[config.mk]
export PLATFORM = sky130hd
export DESIGN_NAME = refcounted_slot_table
export DESIGN_NICKNAME = d
export VERILOG_FILES = /design/src/rcst_pkg.sv /design/src/rcst_lookup.sv /design/src/refcounted_slot_table.sv
export SDC_FILE = /design/constraint.sdc
export NUM_CORES = 1
export LEC_CHECK = 0
export BUFFER_PORTS_ARGS = -buffer_cell sky130_fd_sc_hd__buf_2
export CAP_MARGIN = 20
export CORE_MARGIN = 2
export CORE_UTILIZATION = 40
export CTS_CLUSTER_SIZE = 40
export DETAILED_ROUTE_END_ITERATION = 7
export GPL_TIMING_DRIVEN = 0
export SLEW_MARGIN = 20
export SYNTH_ARGS = -nofsm -noshare
export SYNTH_HDL_FRONTEND = slang
export SYNTH_SLANG_ARGS = --single-unit
[constraint.sdc]
create_clock -name clk_i -period 11.1 [get_ports clk_i]
set_clock_uncertainty 0.15 [all_clocks]
set_input_delay 0.555 -clock clk_i [delete_from_list [all_inputs] [get_ports clk_i]]
set_output_delay 0.555 -clock clk_i [all_outputs]
set_load 0.1 [all_outputs]
[src/rcst_pkg.sv]
`timescale 1ns / 1ps
// ---------------------------------------------------------------------------
// rcst_pkg: shared types and constants of the refcounted slot table
// Item structs, opcode and status codes, table geometry.
// ---------------------------------------------------------------------------
package rcst_pkg;

  // Table geometry
  localparam int NUM_SLOTS   = 16;
  localparam int SLOT_IDX_W  = (NUM_SLOTS > 1) ? $clog2(NUM_SLOTS) : 1;
  localparam int ACTIVE_W    = 5;
  localparam int TAG_W       = 31;
  localparam int REF_W       = 16;
  localparam int OPCODE_W    = 3;
  localparam int STATUS_W    = 2;
  localparam int SLOT_OUT_W  = 4;

  localparam logic [ACTIVE_W-1:0] ACTIVE_RESET = ACTIVE_W'(16);

  localparam logic signed [REF_W-1:0] REF_MAX = {1'b0, {(REF_W-1){1'b1}}};
  localparam logic signed [REF_W-1:0] REF_MIN = {1'b1, {(REF_W-1){1'b0}}};

  typedef enum logic [OPCODE_W-1:0] {
    OP_ACQUIRE       = 3'd0,
    OP_CLAIM         = 3'd1,
    OP_FREE          = 3'd2,
    OP_CLAIM_ACQUIRE = 3'd3,
    OP_QUERY         = 3'd4,
    OP_DROP          = 3'd5
  } opcode_e;

  typedef enum logic [STATUS_W-1:0] {
    ST_MISS    = 2'd0,
    ST_OK      = 2'd1,
    ST_REFUSED = 2'd2
  } status_e;

  // Request item
  typedef struct packed {
    logic [OPCODE_W-1:0] opcode;
    logic [TAG_W-1:0]    frame_index;
  } req_t;

  // Result item
  typedef struct packed {
    logic [STATUS_W-1:0]      status;
    logic [SLOT_OUT_W-1:0]    slot;
    logic signed [REF_W-1:0]  ref_count;
  } rsp_t;

  // Lookup results handed from the match unit to the table
  typedef struct packed {
    logic                  tag_hit;
    logic [SLOT_IDX_W-1:0] tag_slot;
    logic                  free_hit;
    logic [SLOT_IDX_W-1:0] free_slot;
  } lookup_t;

endpackage

[src/rcst_lookup.sv]
`timescale 1ns / 1ps
// ---------------------------------------------------------------------------
// rcst_lookup: parallel tag match and free-slot search
// Compares the tag against every active valid slot and picks the lowest
// matching slot and the lowest active free slot.
// ---------------------------------------------------------------------------
module rcst_lookup
  import rcst_pkg::*;
(
  input  logic [NUM_SLOTS-1:0]  slot_valid_i,
  input  logic [TAG_W-1:0]      slot_tag_i [NUM_SLOTS],
  input  logic [ACTIVE_W-1:0]   active_slots_i,
  input  logic [TAG_W-1:0]      tag_i,
  output lookup_t               lookup_o
);

  logic [NUM_SLOTS-1:0] active;
  logic [NUM_SLOTS-1:0] match;
  logic [NUM_SLOTS-1:0] free;

  // Per-slot qualifiers; slots at or above active_slots take no part
  always_comb begin
    for (int i = 0; i < NUM_SLOTS; i++) begin
      active[i] = (int'(active_slots_i) > i);
      match[i]  = active[i] && slot_valid_i[i] && (slot_tag_i[i] == tag_i);
      free[i]   = active[i] && !slot_valid_i[i];
    end
  end

  // Priority encoders, lowest slot wins
  always_comb begin
    lookup_o = '0;
    for (int i = NUM_SLOTS - 1; i >= 0; i--) begin
      if (match[i]) begin
        lookup_o.tag_hit  = 1'b1;
        lookup_o.tag_slot = SLOT_IDX_W'(i);
      end
      if (free[i]) begin
        lookup_o.free_hit  = 1'b1;
        lookup_o.free_slot = SLOT_IDX_W'(i);
      end
    end
  end

endmodule

[src/refcounted_slot_table.sv]
`timescale 1ns / 1ps
// ---------------------------------------------------------------------------
// refcounted_slot_table: buffer pool bookkeeping with reference counts
// Slots are free or tagged with a frame index and carry a signed count.
// ---------------------------------------------------------------------------
// Usage:
//   Request channel: an item (opcode, frame index) is taken on a rising edge
//   with start_i high and busy_o low. busy_o stays low, so one item can be
//   given every cycle.
//   Result channel: every item yields one result, shown on rsp_o for exactly
//   one cycle with result_valid_o high. The receiver cannot stall.
//   Pipeline: one input register, one result register; a taken item is
//   held in the first and its result in the second. Throughput is one
//   item per cycle: the tag compare over all slots, the priority encoders and
//   the count update sit in the single stage between the two registers, and
//   the table is updated at the same edge that loads the result, so the next
//   item already sees it.
//   Configuration: cfg_we_i writes active_slots from cfg_wdata_i; write it
//   only while no item is in flight.
//   Reset: every slot free, every count zero, active_slots = 16, nothing in
//   flight. Tags are not reset; they are only read once written.
// ---------------------------------------------------------------------------
module refcounted_slot_table
  import rcst_pkg::*;
(
  input  logic                clk_i,
  input  logic                rst_ni,
  input  logic                start_i,
  output logic                busy_o,
  input  req_t                req_i,
  output logic                result_valid_o,
  output rsp_t                rsp_o,
  input  logic                cfg_we_i,
  input  logic [ACTIVE_W-1:0] cfg_wdata_i
);

  logic [ACTIVE_W-1:0]     active_slots_q;
  logic                    req_valid_q;
  req_t                    req_q;
  logic [NUM_SLOTS-1:0]    slot_valid_q;
  logic [TAG_W-1:0]        slot_tag_q  [NUM_SLOTS];
  logic signed [REF_W-1:0] slot_refs_q [NUM_SLOTS];
  logic                    result_valid_q;
  rsp_t                    rsp_q;

  lookup_t                 lookup;
  logic [SLOT_IDX_W-1:0]   sel_slot;
  logic                    sel_hit;
  logic signed [REF_W-1:0] sel_refs;
  logic signed [REF_W-1:0] refs_d;
  logic                    refs_we;
  logic                    claim_we;
  logic                    release_we;
  rsp_t                    rsp_d;

  assign busy_o = 1'b0;

  // Configuration register
  always_ff @(posedge clk_i or negedge rst_ni) begin
    if (!rst_ni) begin
      active_slots_q <= ACTIVE_RESET;
    end else if (cfg_we_i) begin
      active_slots_q <= cfg_wdata_i;
    end
  end

  // Input register
  always_ff @(posedge clk_i or negedge rst_ni) begin
    if (!rst_ni) begin
      req_valid_q <= 1'b0;
    end else begin
      req_valid_q <= start_i;
    end
  end

  always_ff @(posedge clk_i) begin
    if (start_i) begin
      req_q <= req_i;
    end
  end

  rcst_lookup u_lookup (
    .slot_valid_i   (slot_valid_q),
    .slot_tag_i     (slot_tag_q),
    .active_slots_i (active_slots_q),
    .tag_i          (req_q.frame_index),
    .lookup_o       (lookup)
  );

  // Operation decode and count update
  always_comb begin
    sel_slot   = lookup.tag_slot;
    sel_hit    = 1'b0;
    refs_we    = 1'b0;
    claim_we   = 1'b0;
    release_we = 1'b0;
    rsp_d      = '0;
    refs_d     = '0;

    unique case (req_q.opcode)
      OP_ACQUIRE, OP_QUERY, OP_DROP, OP_FREE: begin
        sel_slot = lookup.tag_slot;
        sel_hit  = lookup.tag_hit;
      end
      OP_CLAIM, OP_CLAIM_ACQUIRE: begin
        sel_slot = lookup.free_slot;
        sel_hit  = lookup.free_hit;
      end
      default: begin
        sel_hit = 1'b0;
      end
    endcase

    sel_refs = slot_refs_q[sel_slot];
    refs_d   = sel_refs;

    unique case (req_q.opcode)
      OP_ACQUIRE, OP_CLAIM_ACQUIRE: begin
        refs_we = sel_hit;
        if (sel_refs != REF_MAX) begin
          refs_d = sel_refs + REF_W'(1);
        end
      end
      OP_DROP: begin
        refs_we = sel_hit;
        if (sel_refs != REF_MIN) begin
          refs_d = sel_refs - REF_W'(1);
        end
      end
      default: begin
        refs_we = 1'b0;
      end
    endcase

    if (req_q.opcode == OP_CLAIM || req_q.opcode == OP_CLAIM_ACQUIRE) begin
      claim_we = sel_hit;
    end

    // Result on a hit; free only when the count is zero or negative, else refused
    if (sel_hit) begin
      rsp_d.status    = ST_OK;
      rsp_d.slot      = SLOT_OUT_W'(sel_slot);
      rsp_d.ref_count = refs_d;
      if (req_q.opcode == OP_FREE) begin
        if (sel_refs <= 0) begin
          release_we = 1'b1;
        end else begin
          rsp_d.status = ST_REFUSED;
        end
      end
    end
  end

  // Slot state: valid bits and counts are reset, tags are not
  always_ff @(posedge clk_i or negedge rst_ni) begin
    if (!rst_ni) begin
      slot_valid_q <= '0;
      for (int i = 0; i < NUM_SLOTS; i++) begin
        slot_refs_q[i] <= '0;
      end
    end else if (req_valid_q) begin
      if (claim_we) begin
        slot_valid_q[sel_slot] <= 1'b1;
      end
      if (release_we) begin
        slot_valid_q[sel_slot] <= 1'b0;
      end
      if (refs_we) begin
        slot_refs_q[sel_slot] <= refs_d;
      end
    end
  end

  always_ff @(posedge clk_i) begin
    if (req_valid_q && claim_we) begin
      slot_tag_q[sel_slot] <= req_q.frame_index;
    end
  end

  // Result register
  always_ff @(posedge clk_i or negedge rst_ni) begin
    if (!rst_ni) begin
      result_valid_q <= 1'b0;
    end else begin
      result_valid_q <= req_valid_q;
    end
  end

  always_ff @(posedge clk_i) begin
    if (req_valid_q) begin
      rsp_q <= rsp_d;
    end
  end

  assign result_valid_o = result_valid_q;
  assign rsp_o          = rsp_q;

endmodule
==> flow_summary.yaml, run 1 <==
yosys:
  synth_fp_nets: 3138
  syn_area_um2: 37900
  ys_seq_area_share_pct: 62.2
  yosys-mux-area-fraction_pct: 1.99
  synth.area.top_cells: "edfxtp_1, dfrtp_1, xor2_1, nand2_1, xnor2_1"
  synth_xor_area_share_pct: 11.7
  synth_top_family_by_area: "simple AND/OR/NAND/NOR gates"
  synth-main-ff-cell: "edfxtp_1"
  syn_area_per_cell_um2: 12.3
  synthCells: 3092
  synth-async-reset-ratio_pct: 33.6
  synth_warnings: 0
  synth_fa_ha_area_share_pct: 0.0991
  synthSimpleGateAreaFrac_pct: 13.7
  ys_seq_elements: 831
  synth_cell_types: 109
  yosysTopAreaCell: "edfxtp_1"
  synth_edf_count: 552
  synth-compound-area-share_pct: 8.01
  yosysTopAreaCellShare_pct: 43.7
power:
  p_per_area_nw_per_um2: 177
  p_leak_nw: 15.8
  sw_frac_of_total_pct: 30.5
  p_int_mw: 5.41
  p_sw_mw: 2.38
  ir_worst_vdd_mv: 0.139
  pwr-share-clk_pct: 36.5
  p_comb_share_pct: 18.3
  power_frac_seq_pct: 45.2
  finalPower_mw: 7.78
sta:
  fmax_mhz: 99.5
  drv_slew: 0
  timing.slew.headroom_pct: 18.1
  fin_crit_ns: 10.05
  setup_viol: 0
  period_share_pct: 90.6
  worst_pin_slew_ns: 1.23
  hold_violations: 0
  layout_setup_ws_ns: 1.05
  grt_setup_unrepaired: "false"
grt:
  overflow: 0
  grt-busiest-layer: "met2"
  grtUsageMet2_pct: 40.2
  grt_pass1_wl_um: 189000
  grtUsageTotal_pct: 26.9
  gr-usage-met3_pct: 5.01
  antenna_found_initial: 5
  grt_max_degree: 85
  grt_pass1_vias: 26071
  grt_use_met1_pct: 39.4
worst_setup_path:
  endpoint_kind: "register"
  worst-path-buf-inv: 6
  r2r_setup_slack_ns: 1.05
  crit_fanout: 17
  worst-endpoint-required_ns: 11.28
  r2r_end: "rsp_o[0]"
  arrival_ns: 10.23
  max_stage_delay_ns: 1.12
  rr_worst_depth: 24
  crit_family: "simple AND/OR/NAND/NOR gates"
  start_kind: "register"
  cpMaxStageDelayCell: "edfxtp_1"
  crit_path_frequent_cell: "buf_2"
  path_class: "reg -> reg"
  path_cells: "clkbuf_1, buf_2, xor2_1, nor4_1, nand4_1, nor4_2, a21oi_1, o221a_4, nor2_2, buf_6, buf_2, buf_2, mux2_2, a22oi_1, o2111ai_1, or2_2, ha_1, nand3_1, nor4_2, a21oi_1, nor2_1, xnor2_1, clkbuf_1, nor2_1"
  r2r-start: "req_q[4]"
routing:
  via_per_inst: 5.92
  drt_iter0_drc: 3846
  drc: 0
  wl_um: 133000
  drt-pass1-iter-count: 5
  wl_per_cell_um: 28.4
  dr_total_vias: 27767
  drtAntennaViolNets: 0
min_path:
  hold_start: "cfg_wdata_i[1]"
  worstHoldEndpoint: "active_slots_q[1]"
  holdPathStages: 2
  hp-class: "in -> reg"
cells_and_area:
  layout_common_cells: "edfxtp_1, nand2_1, xor2_1"
  n_fill_cell: 8498
  antennaDiodeCount: 0
  drive_gt1_share_pct: 13.5
  layout_commonest_cell: "edfxtp_1"
  fin_nets: 3418
  area_growth_pct: 16.2
floorplan:
  num_rows: 112
  coreArea_um2: 93600
  die-area_um2: 97200
  start_util_pct: 40.5
  die_w_um: 312
  fp.dieH_um: 312
  pin_count: 67
place:
  place_congestion: 0.954
  portBuffers: 65
  dpl_worst_slack_ns: 1.37
  dp_hpwl_um: 92300
clocking:
  cts_max_level: 3
  numCtsBuffers: 84
  cts_tree: "yes"
  cts_setup_buffers: 0
  clock_tree.buffer_depth: 3
  clk_pin_slew_ns: 0.06
  cts_num_sinks: 831
  root_buffer: "clkbuf_16"
  clock_latency_ns: 0.66
outcome:
  status: "complete, no violations"
flow_run:
  cap_violations: 0
-- power groups by stage --
stage	registers, mW	logic, mW	clock network [mW]
6_report	3.51	1.43	2.84
5_1_grt	3.52	1.49	2.98
4_1_cts	3.52	1.38	2.85
3_5_place_dp	3.58	1.37	0
3_3_place_gp	3.62	1.29	0
2_1_floorplan	3.59	0.739	0
-- synthesized netlist by cell type (5+ instances only) --
cell type and instances:
a2bb2oi_1 10, o21ai_1 90, or3_1 12, buf_4 6, nand2b_1 24, a32oi_1 14
and4_1 6, nor4_1 124, or2_2 7, xor2_1 343, nand2_1 381, buf_2 67
nor3_1 35, nor2b_1 5, inv_1 20, and2_1 16, mux2_2 22, a32o_1 11
nor2_1 105, xnor2_1 150, a21oi_1 23, o2111ai_1 10, a21boi_0 5, buf_6 8
a211oi_1 7, dfrtp_1 278, o21ai_0 220, nand4b_1 10, edfxtp_1 552, clkbuf_1 87
and3_1 16, nor4b_1 7, nand3_1 105, or4_1 22, o211ai_1 5, buf_1 5
a22oi_1 8, a21o_1 7, mux2i_1 48, nand4_1 103
-- sequential cells by signal, summed over array words and instances, names as in the netlist, named ones only --
| register | count |
|---|---|
| slot_tag_q | 496 |
| slot_valid_q | 15 |
| slot_refs_q | 256 |
| active_slots_q | 5 |
| req_q | 34 |
| result_valid_o | 1 |
| req_valid_q | 1 |
| rsp_o | 22 |
-- layer usage --
layer / share of wire (%) / vias up / wire length (um)
li1: - / 11872 / -
met1: 42 / 13976 / 55500
met2: 44 / 1668 / 58100
met3: 11 / 251 / 14600
met4: 3.7 / 0 / 4860
met5: 0 / - / 0
-- cells by family after synthesis --
logic type,count (synthesis)
AND/OR/NAND/NOR,1015
flip-flops,831
XOR/XNOR,499
AO/OA/AOI/OAI,478
buffers and inverters,193
multiplexers,72
adder cells (fa/ha/maj),3
other,1
-- worst max path at each step --
stage	from	endpoint	slack [ns]	cells after the start
floorplan	req_q[25]	slot_tag_q[248]	3.80	13
global placement	req_q[19]	slot_tag_q[257]	-1.31	15
detailed placement	req_q[4]	rsp_o[0]	1.37	24
CTS	req_q[4]	rsp_o[0]	1.31	24
global route	req_q[22]	rsp_o[0]	0.84	24
finish	req_q[4]	rsp_o[0]	1.05	24
-- through the flow --
step	setup TNS, ns	utilization (%)	instance area, um^2	cells	hold WS, ns
final	0	47.0	44000	4690	0.0643
after floorplan	0	-	37900	3092	0.109
after detailed placement	0	43.7	40900	4502	0.314
after CTS	0	47.0	44000	4687	0.0510
after global placement	-247.40	42.5	39800	4411	0.307
after global routing	0	47.0	44000	4690	0.0709
-- worst register-to-register path, cell delays in order (launching register included) --
cell	delay (ns)
edfxtp_1	1.12
clkbuf_1	0.58
buf_2	0.58
xor2_1	0.16
nor4_1	0.43
nand4_1	0.21
nor4_2	0.70
a21oi_1	0.28
o221a_4	0.25
nor2_2	0.38
buf_6	0.28
buf_2	0.38
buf_2	0.39
mux2_2	0.43
a22oi_1	0.22
o2111ai_1	0.28
or2_2	0.39
ha_1	0.21
nand3_1	0.19
nor4_2	0.10
a21oi_1	0.53
nor2_1	0.12
xnor2_1	0.62
clkbuf_1	0.53
nor2_1	0.22
-- what timing repair did --
action,in CTS,in global routing
endpoints found under the hold margin,85,0
setup endpoints to repair,0,0
hold buffers,35,0
gates resized for setup,0,0
-- area by class of cell --
cell class | count | area (um^2) | share of cell area [%]
clock inverters | 36 | 403 | 0.915
well taps | 1254 | 1570 | 3.56
inverters | 20 | 75.1 | 0.170
flip-flops and latches | 831 | 23600 | 53.5
multi-input cells | 2068 | 13600 | 30.8
plain buffers | 173 | 817 | 1.86
clock buffers | 114 | 2290 | 5.19
repair buffers | 194 | 1780 | 4.04
(Power assumes the default switching activity.)
==> run 2: changes to the inputs <==
- ABC_AREA: unset -> 1
==> run 2 against run 1 <==
Core utilization rose by 0.076 points. Die area increased by 7.3%. Fmax rose by 22%. Setup slack better by 1.8 ns. First-iteration DRC count up 24%. Global-route usage increased by 3.6 points. Critical endpoint is now rsp_o[5].
==> flow_summary.yaml, run 2 <==
flow_run:
  cap_violations: 0
worst_setup_path:
  crit_fanout: 10
  endpoint_kind: "register"
  arrival_ns: 8.43
  start_kind: "register"
  cpMaxStageDelayCell: "edfxtp_1"
  worst-endpoint-required_ns: 11.32
  r2r_setup_slack_ns: 2.89
  path_class: "reg -> reg"
  max_stage_delay_ns: 0.85
  crit_path_frequent_cell: "nand2_1"
sta:
  period_share_pct: 74.0
  setup_viol: 0
  hold_violations: 0
  timing.slew.headroom_pct: 15.8
  drv_slew: 0
  worst_hold_slack_ns: 0.0447
  grt_setup_unrepaired: "false"
  fmax_mhz: 122
  fin_crit_ns: 8.21
  tns_ns: 0
  worst_pin_slew_ns: 1.26
clocking:
  cts_max_level: 3
  root_buffer: "clkbuf_16"
  clk_pin_slew_ns: 0.06
  cts_setup_buffers: 0
  clock_tree.buffer_depth: 3
  clock_latency_ns: 0.70
  cts_tree: "yes"
  numCtsBuffers: 91
  cts_num_sinks: 831
floorplan:
  die-area_um2: 104000
  coreArea_um2: 100000
  fp.dieH_um: 323
  pin_count: 67
  num_rows: 116
  die_w_um: 323
  start_util_pct: 40.5
grt:
  antenna_found_initial: 4
  grtUsageTotal_pct: 30.5
  grt_pass1_wl_um: 227000
  overflow: 0
  grt_max_degree: 90
  grt_pass1_vias: 31731
cells_and_area:
  layout_commonest_cell: "nand2_1"
  area_growth_pct: 16.4
  layout_common_cells: "nand2_1, inv_1, edfxtp_1"
  fin_area_um2: 47300
  top_register: "slot_tag_q"
  n_fill_cell: 9555
  top_regs: "slot_tag_q (496), slot_refs_q (256), req_q (34)"
  fin_nets: 4666
  largest_register_ffs: 496
  drive_gt1_share_pct: 13.2
  fin_cells: 6053
min_path:
  hp-class: "in -> reg"
yosys:
  yosysMostFrequentCell: "nand2_1"
  synthSimpleGateAreaFrac_pct: 21.8
  synth-main-ff-cell: "edfxtp_1"
  synth_top_family_by_area: "simple AND/OR/NAND/NOR gates"
  synth-async-reset-ratio_pct: 33.6
  yosys-mux-area-fraction_pct: 0
  synth_xor_area_share_pct: 2.71
  syn_area_per_cell_um2: 9.31
  synth_cell_types: 61
  synth.area.top_cells: "edfxtp_1, dfrtp_1, nand2_1, inv_1, nand3_1"
  synth_edf_count: 552
  ys_seq_area_share_pct: 57.9
  yosysTopAreaCellShare_pct: 40.8
  synth_fp_nets: 4414
  synthCells: 4368
  yosysTopAreaCell: "edfxtp_1"
  ys_top_cells_by_count: "nand2_1, inv_1, edfxtp_1"
  synth_fa_ha_area_share_pct: 0.0923
  ys_seq_elements: 831
  synth-compound-area-share_pct: 8.35
  synth_warnings: 0
  syn_area_um2: 40700
routing:
  drt-pass1-iter-count: 6
  dr_total_vias: 34169
  wl_um: 160000
  wl_per_cell_um: 26.4
  dr_wl_met2_um: 72700
  wl_met3_um: 16900
  top_layer: "met5"
  drtAntennaViolNets: 0
  drt_iter0_drc: 4763
  m1WireLength_um: 60000
  drc: 0
  via_per_inst: 5.64
place:
  dp_hpwl_um: 114000
  portBuffers: 64
  place_congestion: 0.972
  placedInstanceArea_um2: 43900
  dp.cells: 5848
power:
  ir_worst_vdd_mv: 0.142
  p_leak_nw: 20.9
  p_per_area_nw_per_um2: 184
outcome:
  status: "complete, no violations"
-- run 2: per-stage QoR --
step,power (mW),worst slack (ns),utilization [%]
after CTS,8.68,3.09,47.1
after global routing,8.98,2.63,47.1
after global placement,5.51,2.50,42.5
after floorplan,4.75,6.32,-
after detailed placement,5.56,3.13,43.7
final,8.72,2.89,47.1
-- run 2: path summary, 6_finish.rpt --
path / to / startpoint / cells past startpoint
max in group asynchronous: req_valid_q / rst_ni / 4
worst min-delay path: active_slots_q[0] / cfg_wdata_i[0] / 3
worst max-delay path: rsp_o[5] / req_q[1] / 34
min in group asynchronous: slot_refs_q[133] / rst_ni / 2
worst max register to register: rsp_o[5] / req_q[1] / 34
worst min register to register: slot_refs_q[170] / slot_refs_q[170] / 2
-- run 2: cell families after synthesis --
kind of cell,count (synthesis)
and+or+nand+nor,1979
xor gates and xnor gates,126
AOI/OAI and AO/OA,588
adders and majority gates,3
other,1
buffers and inverters,840
DFF,831
-- run 2: per-layer routing --
metal | global-route usage [%] | vias up
met5 | 0 | -
met4 | 16.8 | 4
met3 | 6.15 | 483
met2 | 48.7 | 2164
met1 | 39.0 | 16405
li1 | - | 15113
-- run 2: final cells by class --
| cell class | instances | area, um^2 | share of cell area [%] |
|---|---|---|---|
| Clock inverter | 49 | 558 | 1.18 |
| Antenna cell | 1 | 2.50 | 0.00529 |
| Inverter | 618 | 2330 | 4.93 |
| Clock buffer | 119 | 2480 | 5.25 |
| Tap cell | 1357 | 1700 | 3.59 |
| Multi-Input combinational cell | 2697 | 13500 | 28.6 |
| Buffer | 222 | 1370 | 2.89 |
| Sequential cell | 831 | 23600 | 49.8 |
| Timing Repair Buffer | 159 | 1790 | 3.78 |
-- run 2: where the power goes --
part | leakage (nW) | total (mW) | switching [mW] | internal (mW)
registers | 8.81 | 3.57 | 0.105 | 3.46
logic | 10.7 | 2.01 | 1.50 | 0.509
clock network | 1.47 | 3.15 | 1.35 | 1.80
-- run 2: critical path, delay by kind of cell (launching register included) --
family | cells | cell delay, ns
AND/OR/NAND/NOR | 22 | 3.79
adder cells (fa/ha/maj) | 1 | 0.23
flip-flops | 1 | 0.85
buffers and inverters | 7 | 1.84
AO/OA/AOI/OAI | 4 | 0.96
-- run 2: repair_timing --
action / 4_1_cts / 5_1_grt
resized for setup: 0 / 0
hold endpoints to repair: 88 / 0
hold buffers: 36 / 0
